$ cat src/prp_pkg.sv
// package for the permutation rank and parity block
// constants, field widths, factorial table and size clamp; no dependencies

package prp_pkg;

  localparam int MaxElements = 16;

  // widths of the ports and of the internal state
  localparam int ValueW = 5;
  localparam int SizeW  = 5;
  localparam int RankW  = 45;
  localparam int CountW = $clog2(MaxElements + 1);
  localparam int IdxW   = $clog2(MaxElements);
  localparam int DigitW = $clog2(MaxElements + 1);
  localparam int ProdW  = RankW + DigitW;

  // factorials 0! .. 15!, all fit in the rank width
  localparam logic [RankW-1:0] FactTable [MaxElements] = '{
    45'd1, 45'd1, 45'd2, 45'd6, 45'd24, 45'd120, 45'd720, 45'd5040,
    45'd40320, 45'd362880, 45'd3628800, 45'd39916800, 45'd479001600,
    45'd6227020800, 45'd87178291200, 45'd1307674368000
  };

  // size as written, clamped to 1 .. MaxElements
  function automatic logic [CountW-1:0] clamp_size_f(input logic [SizeW-1:0] size);
    logic [CountW-1:0] n;
    n = CountW'(size);
    if (size == '0) begin
      n = CountW'(1);
    end else if (32'(size) > MaxElements) begin
      n = CountW'(MaxElements);
    end
    return n;
  endfunction

endpackage

$ cat src/permutation_rank_and_parity.sv
// permutation rank and parity: lehmer digits, rank accumulation, parity, invalid flag
// depends on prp_pkg
//
// pipeline: an element is registered at the input; the result register then takes the
// result of a permutation's last element from there, once it has room
// throughput: one element per cycle, results stream back to back; only a last element
// facing a full and stalled result register waits, and it stalls the input meanwhile
// reset: size 16, state cleared, both pipeline registers empty
// a size write also clears the partial permutation

module permutation_rank_and_parity
  import prp_pkg::*;
(
  input  logic              clk_i,
  input  logic              rst_ni,
  // configuration: number of elements per permutation
  input  logic              cfg_we_i,
  input  logic [SizeW-1:0]  cfg_size_in_use_i,
  // element input channel
  input  logic              in_valid_i,
  output logic              in_stall_o,
  input  logic [ValueW-1:0] element_value_i,
  // result channel
  output logic              out_valid_o,
  input  logic              out_stall_i,
  output logic [RankW-1:0]  rank_o,
  output logic              parity_odd_o,
  output logic              invalid_o
);

  // effective size n
  logic [CountW-1:0] n_q;

  // input register
  logic              in_valid_q;
  logic [ValueW-1:0] elem_q;

  // permutation state
  logic [MaxElements-1:0] used_q, used_d;
  logic [CountW-1:0]      pos_q, pos_d;
  logic [RankW-1:0]       rank_q, rank_d;
  logic                   parity_q, parity_d;
  logic                   err_q, err_d;

  // result register
  logic              out_valid_q;
  logic [RankW-1:0]  out_rank_q;
  logic              out_parity_q;
  logic              out_err_q;

  // datapath
  logic [MaxElements-1:0] n_mask;
  logic [MaxElements-1:0] below;
  logic [MaxElements-1:0] sel;
  logic [MaxElements-1:0] cand;
  logic [DigitW-1:0]      digit;
  logic [CountW-1:0]      pos_eff;
  logic [CountW-1:0]      remaining;
  logic [ProdW-1:0]       prod;
  logic                   bad_elem;
  logic                   last;
  logic                   advance;
  logic                   in_accept;

  always_comb begin
    for (int i = 0; i < MaxElements; i++) begin
      // value i+1 is one of 1..n
      n_mask[i] = (CountW'(i) < n_q);
      // value i+1 lies below the element
      below[i]  = (ValueW'(i + 1) < elem_q);
      // element names value i+1 and is in range
      sel[i]    = (elem_q == ValueW'(i + 1)) && (CountW'(i) < n_q);
    end
    cand  = ~used_q & below & n_mask;
    digit = DigitW'($countones(cand));

    // position is always below n, the clamp only guards the table index
    pos_eff   = (pos_q >= n_q) ? n_q - CountW'(1) : pos_q;
    remaining = n_q - CountW'(1) - pos_eff;
    prod      = ProdW'(digit) * ProdW'(FactTable[remaining[IdxW-1:0]]);

    // zero, out of range, or already seen
    bad_elem = (sel == '0) || ((used_q & sel) != '0);
    last     = ((pos_eff + CountW'(1)) == n_q);

    used_d   = used_q | sel;
    pos_d    = pos_eff + CountW'(1);
    rank_d   = rank_q + prod[RankW-1:0];
    parity_d = parity_q ^ digit[0];
    err_d    = err_q | bad_elem;
  end

  // an element without a result always moves on; the last one waits for
  // room in the result register
  assign advance    = in_valid_q && (!last || !out_valid_q || !out_stall_i);
  assign in_stall_o = in_valid_q && !advance;
  assign in_accept  = in_valid_i && !in_stall_o;

  // input register
  always_ff @(posedge clk_i or negedge rst_ni) begin
    if (!rst_ni) begin
      in_valid_q <= 1'b0;
    end else if (in_accept) begin
      in_valid_q <= 1'b1;
    end else if (advance) begin
      in_valid_q <= 1'b0;
    end
  end

  always_ff @(posedge clk_i) begin
    if (in_accept) begin
      elem_q <= element_value_i;
    end
  end

  // size register and permutation state
  always_ff @(posedge clk_i or negedge rst_ni) begin
    if (!rst_ni) begin
      n_q      <= CountW'(MaxElements);
      used_q   <= '0;
      pos_q    <= '0;
      rank_q   <= '0;
      parity_q <= 1'b0;
      err_q    <= 1'b0;
    end else if (cfg_we_i) begin
      // new size drops any partial permutation
      n_q      <= clamp_size_f(cfg_size_in_use_i);
      used_q   <= '0;
      pos_q    <= '0;
      rank_q   <= '0;
      parity_q <= 1'b0;
      err_q    <= 1'b0;
    end else if (advance) begin
      if (last) begin
        used_q   <= '0;
        pos_q    <= '0;
        rank_q   <= '0;
        parity_q <= 1'b0;
        err_q    <= 1'b0;
      end else begin
        used_q   <= used_d;
        pos_q    <= pos_d;
        rank_q   <= rank_d;
        parity_q <= parity_d;
        err_q    <= err_d;
      end
    end
  end

  // result register
  always_ff @(posedge clk_i or negedge rst_ni) begin
    if (!rst_ni) begin
      out_valid_q <= 1'b0;
    end else if (advance && last) begin
      out_valid_q <= 1'b1;
    end else if (!out_stall_i) begin
      out_valid_q <= 1'b0;
    end
  end

  always_ff @(posedge clk_i) begin
    if (advance && last) begin
      // rank is 1-based
      out_rank_q   <= rank_d + RankW'(1);
      out_parity_q <= parity_d;
      out_err_q    <= err_d;
    end
  end

  assign out_valid_o  = out_valid_q;
  assign rank_o       = out_rank_q;
  assign parity_odd_o = out_parity_q;
  assign invalid_o    = out_err_q;

  // position never reaches n between permutations
  a_pos_below_n: assert property (@(posedge clk_i) disable iff (!rst_ni)
    pos_q < n_q)
    else $error("position reached size");

  // no value above n is ever marked as seen
  a_used_in_range: assert property (@(posedge clk_i) disable iff (!rst_ni)
    (used_q & ~n_mask) == '0)
    else $error("bitmap holds value above size");

  // each element marks at most one value
  a_used_count: assert property (@(posedge clk_i) disable iff (!rst_ni)
    CountW'($countones(used_q)) <= pos_q)
    else $error("bitmap holds more values than elements taken");

  // the last element always lands in the result register
  a_last_gives_result: assert property (@(posedge clk_i) disable iff (!rst_ni)
    (advance && last) |=> out_valid_q)
    else $error("result lost");

endmodule
$ cat config.mk
export PLATFORM = sky130hd
export DESIGN_NAME = permutation_rank_and_parity
export DESIGN_NICKNAME = d
export VERILOG_FILES = /design/src/prp_pkg.sv /design/src/permutation_rank_and_parity.sv
export SDC_FILE = /design/constraint.sdc
export NUM_CORES = 1
export LEC_CHECK = 0
export BUFFER_PORTS_ARGS = -buffer_cell sky130_fd_sc_hd__buf_2
export CORE_MARGIN = 4
export CORE_UTILIZATION = 69
export DETAILED_ROUTE_END_ITERATION = 6
export PLACE_DENSITY = 0.95
export SYNTH_ARGS = -nofsm -noshare
export SYNTH_HDL_FRONTEND = slang
export SYNTH_SLANG_ARGS = --single-unit
$ cat constraint.sdc
create_clock -name clk_i -period 25.9 [get_ports clk_i]
set_input_delay 0 -clock clk_i [delete_from_list [all_inputs] [get_ports clk_i]]
set_output_delay 0 -clock clk_i [all_outputs]
set_load 0.01 [all_outputs]
# [After elaboration in Yosys (flattened, before gate mapping)]
# Memories as Yosys holds them, arrays and structs flattened.
# Cells that the tools add are included.
[op_classes] n_addsub=20 n_mul=1 n_lt_le_gt_ge=35 n_eq_ne=18 muxes=24 bitwise_logic=8 reduce_logical=33
[op_table] op="$mux W45" count=5
[op_table] op="$lt A4 B5 Y1 const A" count=16
[op_table] op="$and A16 B16 Y16" count=3
[op_table] op="$mux W16" count=3
[op_table] op="$add A45 B1 Y45 const B" count=1
[op_table] op="$add A45 B45 Y45" count=1
[op_table] op="$mul A5 B45 Y45" count=1
[op_table] op="$eq A5 B4 Y1 const B" count=8
[op_table] op="$lt A3 B5 Y1 const A" count=8
[op_table] op="$mux W5" count=6
[op_table] op="$eq A5 B3 Y1 const B" count=4
[op_table] op="$logic_and A1 B1 Y1" count=20
[op_table] op="$lt A2 B5 Y1 const A" count=4
[op_table] op="$add A1 B1 Y2" count=8
[op_table] op="$logic_not A16 Y1" count=1
[op_table] op="$not A16 Y16" count=1
[op_table] op="$or A16 B16 Y16" count=1
[op_table] op="$reduce_bool A16 Y1" count=1
[op_table] op="$lt A1 B5 Y1 const A" count=3
[op_table] op="$add A2 B2 Y3" count=4
[op_table] op="$eq A5 B2 Y1 const B" count=2
[op_table] op="$mux W1" count=10
[op_table] op="$add A3 B3 Y4" count=2
[op_table] op="$add A4 B4 Y5" count=1
[op_table] op="other kinds (18)" count=25
[totals] register_bits=127 romBits=720 in_bits=15 out_inout_bits=49 elab_cells=152 mem_count=1
[mem_list] memory="(name not given)" depth=16 width=45 read_ports=1 rd_ports_with_merged_regs=0 wr=0 line="permutation_rank_and_parity.sv:80" rtl="prod = ProdW'(digit) * ProdW'(FactTable[remaining[IdxW-1:0]]);"

# [Logic depth before layout (Yosys ltp)]
# Gate-level depths: netlist of run 1.
[depth] word_depth=13 ltp_mapped=39 ltp_nobuf=37

# [Worst setup path after synthesis of run 1]
# OpenSTA, ideal clock, no wires.
[synth_timing] path_type="register -> register" from="register elem_q[3]" to="register out_rank_q[40], in the netlist rank_o[40] (data pin)" setup_time_ps=262 arrival_time_ps=9138 t_required_ps=25638 setup_slack_ps=16500 path_stages_with_launch=34 path_buffers=2 period_less_slack_ps=9400 path_cell_list="edfxtp_1 > clkbuf_1 > or3_1 > o21ai_0 > nor2_1 > fa_1 > inv_1 > fa_1 > inv_1 > fa_1 > fa_1 > ha_1 > fa_1 > a21o_1 > nand2_1 > clkbuf_1 > nor3_1 > fa_1 > inv_1 > fa_1 > fa_1 > inv_1 > ha_1 > a21o_1 > a21o_1 > a211o_1 > o211a_4 > o21ai_1 > nand2_1 > xor2_1 > nand3_1 > nor4_2 > nand3_1 > xnor2_1"
[synth_via] elab_chain_cells=10 word_cells_on_any_way=36 classes_between="17 x add/sub; 1 x mul; 16 x order compare; 2 x bitwise"
[synth_rtl] item="start: declaration" line="permutation_rank_and_parity.sv:36" rtl="logic [ValueW-1:0] elem_q;"
[synth_rtl] item="start signal: assignment" line="permutation_rank_and_parity.sv:112" rtl="elem_q <= element_value_i;"
[synth_rtl] item="$lt A1 B5 Y1 (tied with other cells)" line="permutation_rank_and_parity.sv:70" rtl="below[i] = (ValueW'(i + 1) < elem_q);"
[synth_rtl] item="$and A16 B16 Y16 * (2 in series)" line="permutation_rank_and_parity.sv:74" rtl="cand = ~used_q & below & n_mask;"
[synth_rtl] item="$add A1 B1 Y2 (implied by the code)" line="permutation_rank_and_parity.sv:75" rtl="digit = DigitW'($countones(cand));"
[synth_rtl] item="$add A2 B2 Y3 (implied by the code)" line="permutation_rank_and_parity.sv:75"
[synth_rtl] item="$add A3 B3 Y4 (implied by the code)" line="permutation_rank_and_parity.sv:75"
[synth_rtl] item="$add A4 B4 Y5 (implied by the code) *" line="permutation_rank_and_parity.sv:75"
[synth_rtl] item="$mul A5 B45 Y45 *" line="permutation_rank_and_parity.sv:80"
[synth_rtl] item="$add A45 B45 Y45 *" line="permutation_rank_and_parity.sv:88" rtl="rank_d = rank_q + prod[RankW-1:0];"
[synth_rtl] item="$add A45 B1 Y45 *" line="permutation_rank_and_parity.sv:164" rtl="out_rank_q <= rank_d + RankW'(1);"
[synth_rtl] item="end signal: assignment" line="permutation_rank_and_parity.sv:164"
[synth_rtl] item="end: declaration" line="permutation_rank_and_parity.sv:47" rtl="logic [RankW-1:0] out_rank_q;"
# Every way passes the cells marked *; elsewhere a longest branch is shown, timed or not.
# A chain may end at the register's enable or synchronous reset.

# [Final worst setup path of run 1]
[layout_timing] from="register n_q[4]" to="register out_rank_q[44], in the netlist rank_o[44] (data pin)"
[layout_via] elab_chain_cells=10 word_cells_on_any_way=42 classes_between="18 x add/sub; 1 x mul; 17 x order compare; 3 x mux; 2 x bitwise; 1 x memory"
[layout_rtl] item="start: declaration" line="permutation_rank_and_parity.sv:32" rtl="logic [CountW-1:0] n_q;"
[layout_rtl] item="start signal: assignment" line="permutation_rank_and_parity.sv:119" rtl="n_q <= CountW'(MaxElements);"
[layout_rtl] item="start signal: assignment" line="permutation_rank_and_parity.sv:127" rtl="n_q <= clamp_size_f(cfg_size_in_use_i);"
[layout_rtl] item="parallel branches: the longest is 7 deep, another holds $lt A1 B5 Y1"
[layout_rtl] item="$mul A5 B45 Y45 *" line="permutation_rank_and_parity.sv:80"
[layout_rtl] item="$add A45 B45 Y45 *" line="permutation_rank_and_parity.sv:88"
[layout_rtl] item="$add A45 B1 Y45 *" line="permutation_rank_and_parity.sv:164"
# Mark *: on every way between the ends. The select of a mux whose other input is x is not followed.

==> out/qor.yml, run 1 <==
finish:
  areaGrowthSynthToFinish_pct: 8.99
  layout.nets: 1962
  antenna_cells: 0
  post-route-util: 0.763
  final_layout_size_suffix_gt1_frac: 0.0896
outcome:
  outcome: "complete, but fails checks"
  violations: "design-rule violations"
sta:
  period_needed_ns: 11.09
  drv_slew: 0
  slew_headroom: 0.131
  setup-violations-final: 0
  fin_crit_sh: 0.428
  hold_viol: 0
  rsz0062_at_grt: "no"
  tightest_slew_ns: 1.30
  max_freq_mhz: 90.2
  fin_skew_ns: 0.0132
  tns_ns: 0
synth:
  synth_top_family_by_area: "adder cells"
  synth_edf_count: 52
  synth_area_mm2: 0.0147
  async_flop_share: 0.591
  ys.flop_type: "dfrtp_1"
  yosysUniqueCellTypes: 93
  yosysWarnings: 0
  synthXorXnorAreaFrac: 0.0604
  yosys_register_bits: 127
  synth-compound-area-share: 0.145
  muxShareOfSynthArea: 0.00486
  syn_nets: 1914
  avgSynthCellArea_um2: 8.85
  syn_inst: 1658
  synthSimpleGateAreaFrac: 0.192
  yosys.area_share.adder: 0.281
  seq_area_frac_synth: 0.234
hold_path:
  min_path_type: "input port to register"
  min_from: "cfg_we_i"
worst_setup_path:
  rr_startpoint: "n_q[4]$_DFFE_PN1P_"
  arrival_ns: 11.27
  crit_required_ns: 26.08
  crit_path_start: "n_q[4]$_DFFE_PN1P_"
  critPathMaxStageDelay_ns: 0.72
  slowest_stage: "nor4_2"
  path_class: "register to register"
  critPathLaunchType: "register"
  cp-end-kind: "register"
  r2r_slack_ns: 14.81
  path_common_cell: "fa_1"
  crit_path_max_fanout: 26
placed_design:
  place.gp.congestion: 0.982
  dp_hpwl_um: 31900
  numPortBuffers: 63
detailed_routing:
  final_antenna_net_count: 0
  drc_errors: 2
  drtIter0Drc: 1519
  vias: 12900
  firstDrtPassIters: 7
  wl_um: 42900
  wl_per_cell_um: 21.5
  via_per_inst: 6.47
global_route:
  grt_max_degree: 76
  gr-usage-all-layers: 0.370
  grt_overflow: 0
  antenna_found_initial: 0
  grt_pass1_wl_um: 69700
  grt_pass1_vias: 13200
clock_network:
  tritoncts: "yes"
  clkSinkCount: 127
  clk_path_buf_depth: 2
  post-cts-setup-buffer-count: 0
  root_buffer: "clkbuf_16"
  cts-buffers-inserted: 17
  cts.repair.resized: 0
  htreeDepth: 4
  clock_latency_ns: 0.43
  clkSlewWorstSetupHoldPaths_ns: 0.06
floorplanning:
  ios: 64
  start_util: 0.700
  core_mm2: 0.0210
  row_count: 53
  die_area_mm2: 0.0237
  fp.dieW_um: 154
  die_h_um: 154
job:
  cap_violations: 0
==> worst max-delay path, delay by kind of cell (launching register included) <==
| kind | cells | cell delay, ns |
|---|---|---|
| xor gates and xnor gates | 2 | 0.55 |
| and+or+nand+nor | 8 | 2.58 |
| adders and majority gates | 10 | 4.54 |
| buffers and inverters | 5 | 0.45 |
| AOI/OAI and AO/OA | 8 | 2.03 |
| DFF | 1 | 0.68 |
==> flip-flops by register name, indices dropped and copies added, names as in the netlist, 5 cells and up <==
name,flops
elem_q,5
rank_o,45
n_q,5
pos_q,5
used_q,16
rank_q,45
==> per-stage QoR <==
step	area, µm²	hold slack [ns]	std cells	setup WS (ns)
6_report	16000	0.0738	1994	14.81
2_1_floorplan	14700	-0.296	1658	16.50
4_1_cts	16000	0.0272	1994	14.97
5_1_grt	16000	0.0603	1994	14.20
3_5_place_dp	15200	0.180	1942	15.04
3_3_place_gp	15200	0.185	1942	15.04
==> placed cells by master, fill, tap and decap left out, types with 21 or more instances in the layout <==
cell,instances
dfrtp_1,74
nor3_1,51
xor2_1,27
a21o_1,29
fa_1,147
and3_1,27
nand3_1,42
nand2_1,122
buf_2,62
a22o_1,29
edfxtp_1,52
nor2_1,170
ha_1,94
clkbuf_16,21
xnor2_1,66
o21ai_0,68
inv_1,251
a21oi_1,66
==> worst paths after layout <==
path,endpoint,cells after the start
setup / recovery,rank_o[44]$_DFFE_PP_,33
hold / removal,n_q[3]$_DFFE_PN0P_,2
setup reg to reg,rank_o[44]$_DFFE_PP_,33
hold reg to reg,parity_q$_DFFE_PN0P_,1
max in group asynchronous,rank_q[25]$_DFFE_PN0P_,2
min in group asynchronous,used_q[7]$_DFFE_PN0P_,2
==> cell usage after synthesis (4+ instances only) <==
cell / count / area share
a211oi_1: 8 / 0.0041
a21o_1: 29 / 0.015
a21oi_1: 68 / 0.023
a22o_1: 29 / 0.017
a22oi_1: 5 / 0.0026
a31oi_1: 10 / 0.0043
and2_1: 18 / 0.0077
and3_1: 27 / 0.012
and4_1: 6 / 0.0036
buf_2: 18 / 0.0061
clkbuf_1: 40 / 0.010
dfrtp_1: 74 / 0.13
edfxtp_1: 52 / 0.11
fa_1: 147 / 0.20
ha_1: 94 / 0.080
inv_1: 251 / 0.064
mux2i_1: 6 / 0.0041
nand2_1: 122 / 0.031
nand2b_1: 11 / 0.0047
nand3_1: 42 / 0.014
nand3b_1: 8 / 0.0041
nand4_1: 17 / 0.0073
nor2_1: 170 / 0.044
nor2_2: 4 / 0.0017
nor2b_1: 14 / 0.0060
nor3_1: 51 / 0.017
nor4_1: 14 / 0.0060
nor4_2: 5 / 0.0043
o211ai_1: 5 / 0.0026
o21a_1: 19 / 0.0097
o21ai_0: 68 / 0.023
o21ai_1: 18 / 0.0061
o21bai_1: 6 / 0.0031
or2_2: 4 / 0.0017
or3_1: 17 / 0.0073
xnor2_1: 66 / 0.039
xor2_1: 27 / 0.016
==> per-layer routing <==
layer | global-route usage | part of all wire | vias to the layer above
li1 | - | - | 5660
met1 | 0.482 | 0.38 | 6221
met2 | 0.599 | 0.47 | 838
met3 | 0.0847 | 0.10 | 184
met4 | 0.159 | 0.050 | 0
met5 | 0 | 0 | -
==> cells by family after synthesis <==
group / count (synthesis)
XOR/XNOR: 97
buffers and inverters: 314
flip-flops: 127
multiplexers: 7
AND/OR/NAND/NOR: 558
adder cells (fa/ha/maj): 241
AO/OA/AOI/OAI: 314
==> area by class of cell <==
type | count | area [µm²]
multi-input cells | 1217 | 10000
well taps | 275 | 344
clock buffers | 23 | 543
fillers | 1449 | 4970
clock inverters | 9 | 90.1
repair buffers | 91 | 578
inverters | 252 | 946
flip-flops and latches | 127 | 3440
==> timing repair <==
item	4_1_cts	5_1_grt
hold endpoints to repair	86	0
endpoints found under the setup margin	0	0
hold buffers	20	0
Power of run 1 is left out: the tool's default activity adds up to more than one toggle a clock period on the data nets, which glitch-free logic cannot reach.
==> run 2, diff against run 1 <==
--- a/config.mk
+++ b/config.mk
@@ -5,11 +5,12 @@
 export SDC_FILE = /design/constraint.sdc
 export NUM_CORES = 1
 export LEC_CHECK = 0
+export ABC_AREA = 1
 export BUFFER_PORTS_ARGS = -buffer_cell sky130_fd_sc_hd__buf_2
 export CORE_MARGIN = 4
-export CORE_UTILIZATION = 69
+export CORE_UTILIZATION = 65
 export DETAILED_ROUTE_END_ITERATION = 6
-export PLACE_DENSITY = 0.95
+export PLACE_DENSITY = 0.91
 export SYNTH_ARGS = -nofsm -noshare
 export SYNTH_HDL_FRONTEND = slang
 export SYNTH_SLANG_ARGS = --single-unit
==> constraint.sdc (replaced) <==
create_clock -name clk_i -period 11.3 [get_ports clk_i]
set_input_delay 0 -clock clk_i [delete_from_list [all_inputs] [get_ports clk_i]]
set_output_delay 0 -clock clk_i [all_outputs]
set_load 0.01 [all_outputs]
==> out/qor.yml, run 2 <==
synth:
  yosys_register_bits: 127  # unchanged
  syn_nets: 2782  # +45%
  synth.most_common_cell: "nand2_1"
  syn_inst: 2526  # +52%
  synth_area_mm2: 0.0167  # +14%
  seq_area_frac_synth: 0.205  # -0.0290
  yosysWarnings: 0  # unchanged
  synth_edf_count: 52  # unchanged
  synthTopCellsByArea: "fa_1 (18%), nand2_1 (16%), inv_1 (12%), dfrtp_1 (11%), edfxtp_1 (9.3%)"
  ys.flop_type: "dfrtp_1"
  yosysUniqueCellTypes: 49  # -47%
  synth_area_leader_cell: "fa_1"
  synth_top_area_frac: 0.176  # -0.0248
  async_flop_share: 0.591  # unchanged
  avgSynthCellArea_um2: 6.63  # -25%
  synth_common_cells: "nand2_1 (695), inv_1 (533), nor2_1 (394), nand3_1 (219), fa_1 (147)"
worst_setup_path:
  critPathMaxStageDelay_ns: 0.68  # -0.04 ns
  cp.buffers_inverters: 6  # +1
  cp-end-kind: "register"
  arrival_ns: 11.03  # -0.24 ns
  r2r_cells: 36  # +9.1%
  path_class: "register to register"
  crit_path_max_fanout: 17  # -35%
  slowest_stage: "fa_1"
  r2r_slack_ns: 0.48  # -14.33 ns
  rr_startpoint: "n_q[4]$_DFFE_PN1P_"
  critPathLaunchType: "register"
  path_common_cell: "nand2_1"
  r2r-end: "rank_o[36]$_DFFE_PP_"
  cpLargestDelayFamily: "adder cells"
  crit_required_ns: 11.51  # -14.57 ns
sta:
  hold_viol: 0  # unchanged
  setup-violations-final: 0  # unchanged
  slew_headroom: 0.265  # +0.134
  period_needed_ns: 10.82  # -0.273 ns
  rsz0062_at_grt: "no"
  fin_crit_sh: 0.957  # +0.529
  tns_ns: 0  # unchanged
  tightest_slew_ns: 1.10  # -0.199 ns
  drv_slew: 0  # unchanged
  max_freq_mhz: 92.4  # +2.5%
  fin_skew_ns: 0.0145  # +0.00130 ns
placed_design:
  dp_cells: 2875  # +48%
  numPortBuffers: 63  # unchanged
  place.gp.congestion: 1.07  # +9.5%
  dp_hpwl_um: 48000  # +51%
finish:
  final_common_cell: "nand2_1"
  areaGrowthSynthToFinish_pct: 8.03
  layout_common_cells: "nand2_1 (695), inv_1 (532), nor2_1 (393)"
  layout.nets: 2838  # +45%
  post-route-util: 0.716  # -0.0469
  final_layout_size_suffix_gt1_frac: 0.0559  # -0.0337
  final_cells: 2927  # +47%
clock_network:
  clock_latency_ns: 0.45  # +0.02 ns
  clkSinkCount: 127  # unchanged
  clkSlewWorstSetupHoldPaths_ns: 0.07  # about the same
  post-cts-setup-buffer-count: 0  # unchanged
  clk_path_buf_depth: 2  # unchanged
  tritoncts: "yes"
  htreeDepth: 4  # unchanged
  root_buffer: "clkbuf_16"
  cts-buffers-inserted: 17  # unchanged
detailed_routing:
  wl_um: 60600  # +41%
  drtIter0Drc: 2373  # +56%
  via_per_inst: 6.04  # -6.6%
  vias: 17700  # +37%
  wl_per_cell_um: 20.7  # -3.7%
  final_antenna_net_count: 0  # unchanged
  firstDrtPassIters: 7  # unchanged
  drc_errors: 4  # +2
floorplanning:
  ios: 64  # unchanged
  die_h_um: 168  # +9.5%
  fp.dieW_um: 168  # +9.5%
  start_util: 0.663  # -0.0372
  core_mm2: 0.0253  # +21%
  die_area_mm2: 0.0284  # +20%
  row_count: 58  # +9.4%
global_route:
  gr-usage-all-layers: 0.435  # +0.0649
  grt_pass1_vias: 17600  # +33%
  antenna_found_initial: 0  # unchanged
  grt_pass1_wl_um: 95800  # +37%
  grt_max_degree: 87  # +14%
  grt_overflow: 0  # unchanged
hold_path:
  min_path_type: "input port to asynchronous set/reset pin"
outcome:
  outcome: "complete, but fails checks"
  violations: "design-rule violations"
job:
  cap_violations: 0  # unchanged
==> run 2: changes by cell type after synthesis, moves of 26 or more <==
| cell | before | now |
|---|---|---|
| nand2_1 | 122 | 695 |
| inv_1 | 251 | 533 |
| nor2_1 | 170 | 394 |
| nand3_1 | 42 | 219 |
| nand4_1 | 17 | 77 |
| xnor2_1 | 66 | 11 |
| o21ai_0 | 68 | 19 |
| a21oi_1 | 68 | 31 |
| a22o_1 | 29 | 1 |
| nor3_1 | 51 | 23 |
| and3_1 | 27 | 0 |
| a21o_1 | 29 | 3 |
==> run 2: layout make-up <==
type                            instances  area [µm²]
Multi-Input combinational cell       1805       11000
Fill cell                            2087        7170
Sequential cell                       127        3440
Inverter                              542        2030
Timing Repair Buffer                   89         558
Clock buffer                           17         425
Tap cell                              330         413
Clock inverter                         15         163
Antenna cell                            2        5.00
==> run 2: stage by stage <==
stage / area [µm²] / setup WS [ns] / hold WS, ns
2_1_floorplan: 16700 / 2.77 / -0.296
3_3_place_gp: 17300 / 1.11 / -0.0275
3_5_place_dp: 17300 / 0.946 / -0.0222
4_1_cts: 18100 / 0.888 / 0.0554
5_1_grt: 18100 / 0.0715 / 0.0809
6_report: 18100 / 0.482 / 0.0419
==> run 2: metal layers <==
layer  wire [µm]  track usage
met5           0            0
met1       21700        0.536
met2       26700        0.674
met3        8000        0.142
met4        4130        0.249
==> run 2: cells by family after synthesis <==
logic type                 Yosys count  synth area share
AOI/OAI and AO/OA                   77            0.0271
xor gates and xnor gates            40            0.0223
adders and majority gates          241             0.246
buffers and inverters              594             0.136
DFF                                127             0.205
and+or+nand+nor                   1447             0.364
==> run 2: what timing repair did <==
action                                 CTS  global route
hold buffers                            18             0
endpoints found under the hold margin   43             0
gates resized for setup                  0             0
==> run 2: how the worst max path moves through the flow <==
| stage | startpoint | endpoint | slack, ns | depth (start not counted) |
|---|---|---|---|---|
| after global routing | n_q[4]$_DFFE_PN1P_ | rank_o[36]$_DFFE_PP_ | 0.07 | 36 |
| after floorplan | n_q[4]$_DFFE_PN1P_ | rank_o[40]$_DFFE_PP_ | 2.77 | 37 |
| final | n_q[4]$_DFFE_PN1P_ | rank_o[36]$_DFFE_PP_ | 0.48 | 36 |
| after global placement | n_q[4]$_DFFE_PN1P_ | rank_o[36]$_DFFE_PP_ | 1.11 | 39 |
| after detailed placement | n_q[4]$_DFFE_PN1P_ | rank_o[36]$_DFFE_PP_ | 0.95 | 39 |
| after CTS | n_q[4]$_DFFE_PN1P_ | rank_o[36]$_DFFE_PP_ | 0.89 | 36 |
Power of run 2 is left out for the same reason.
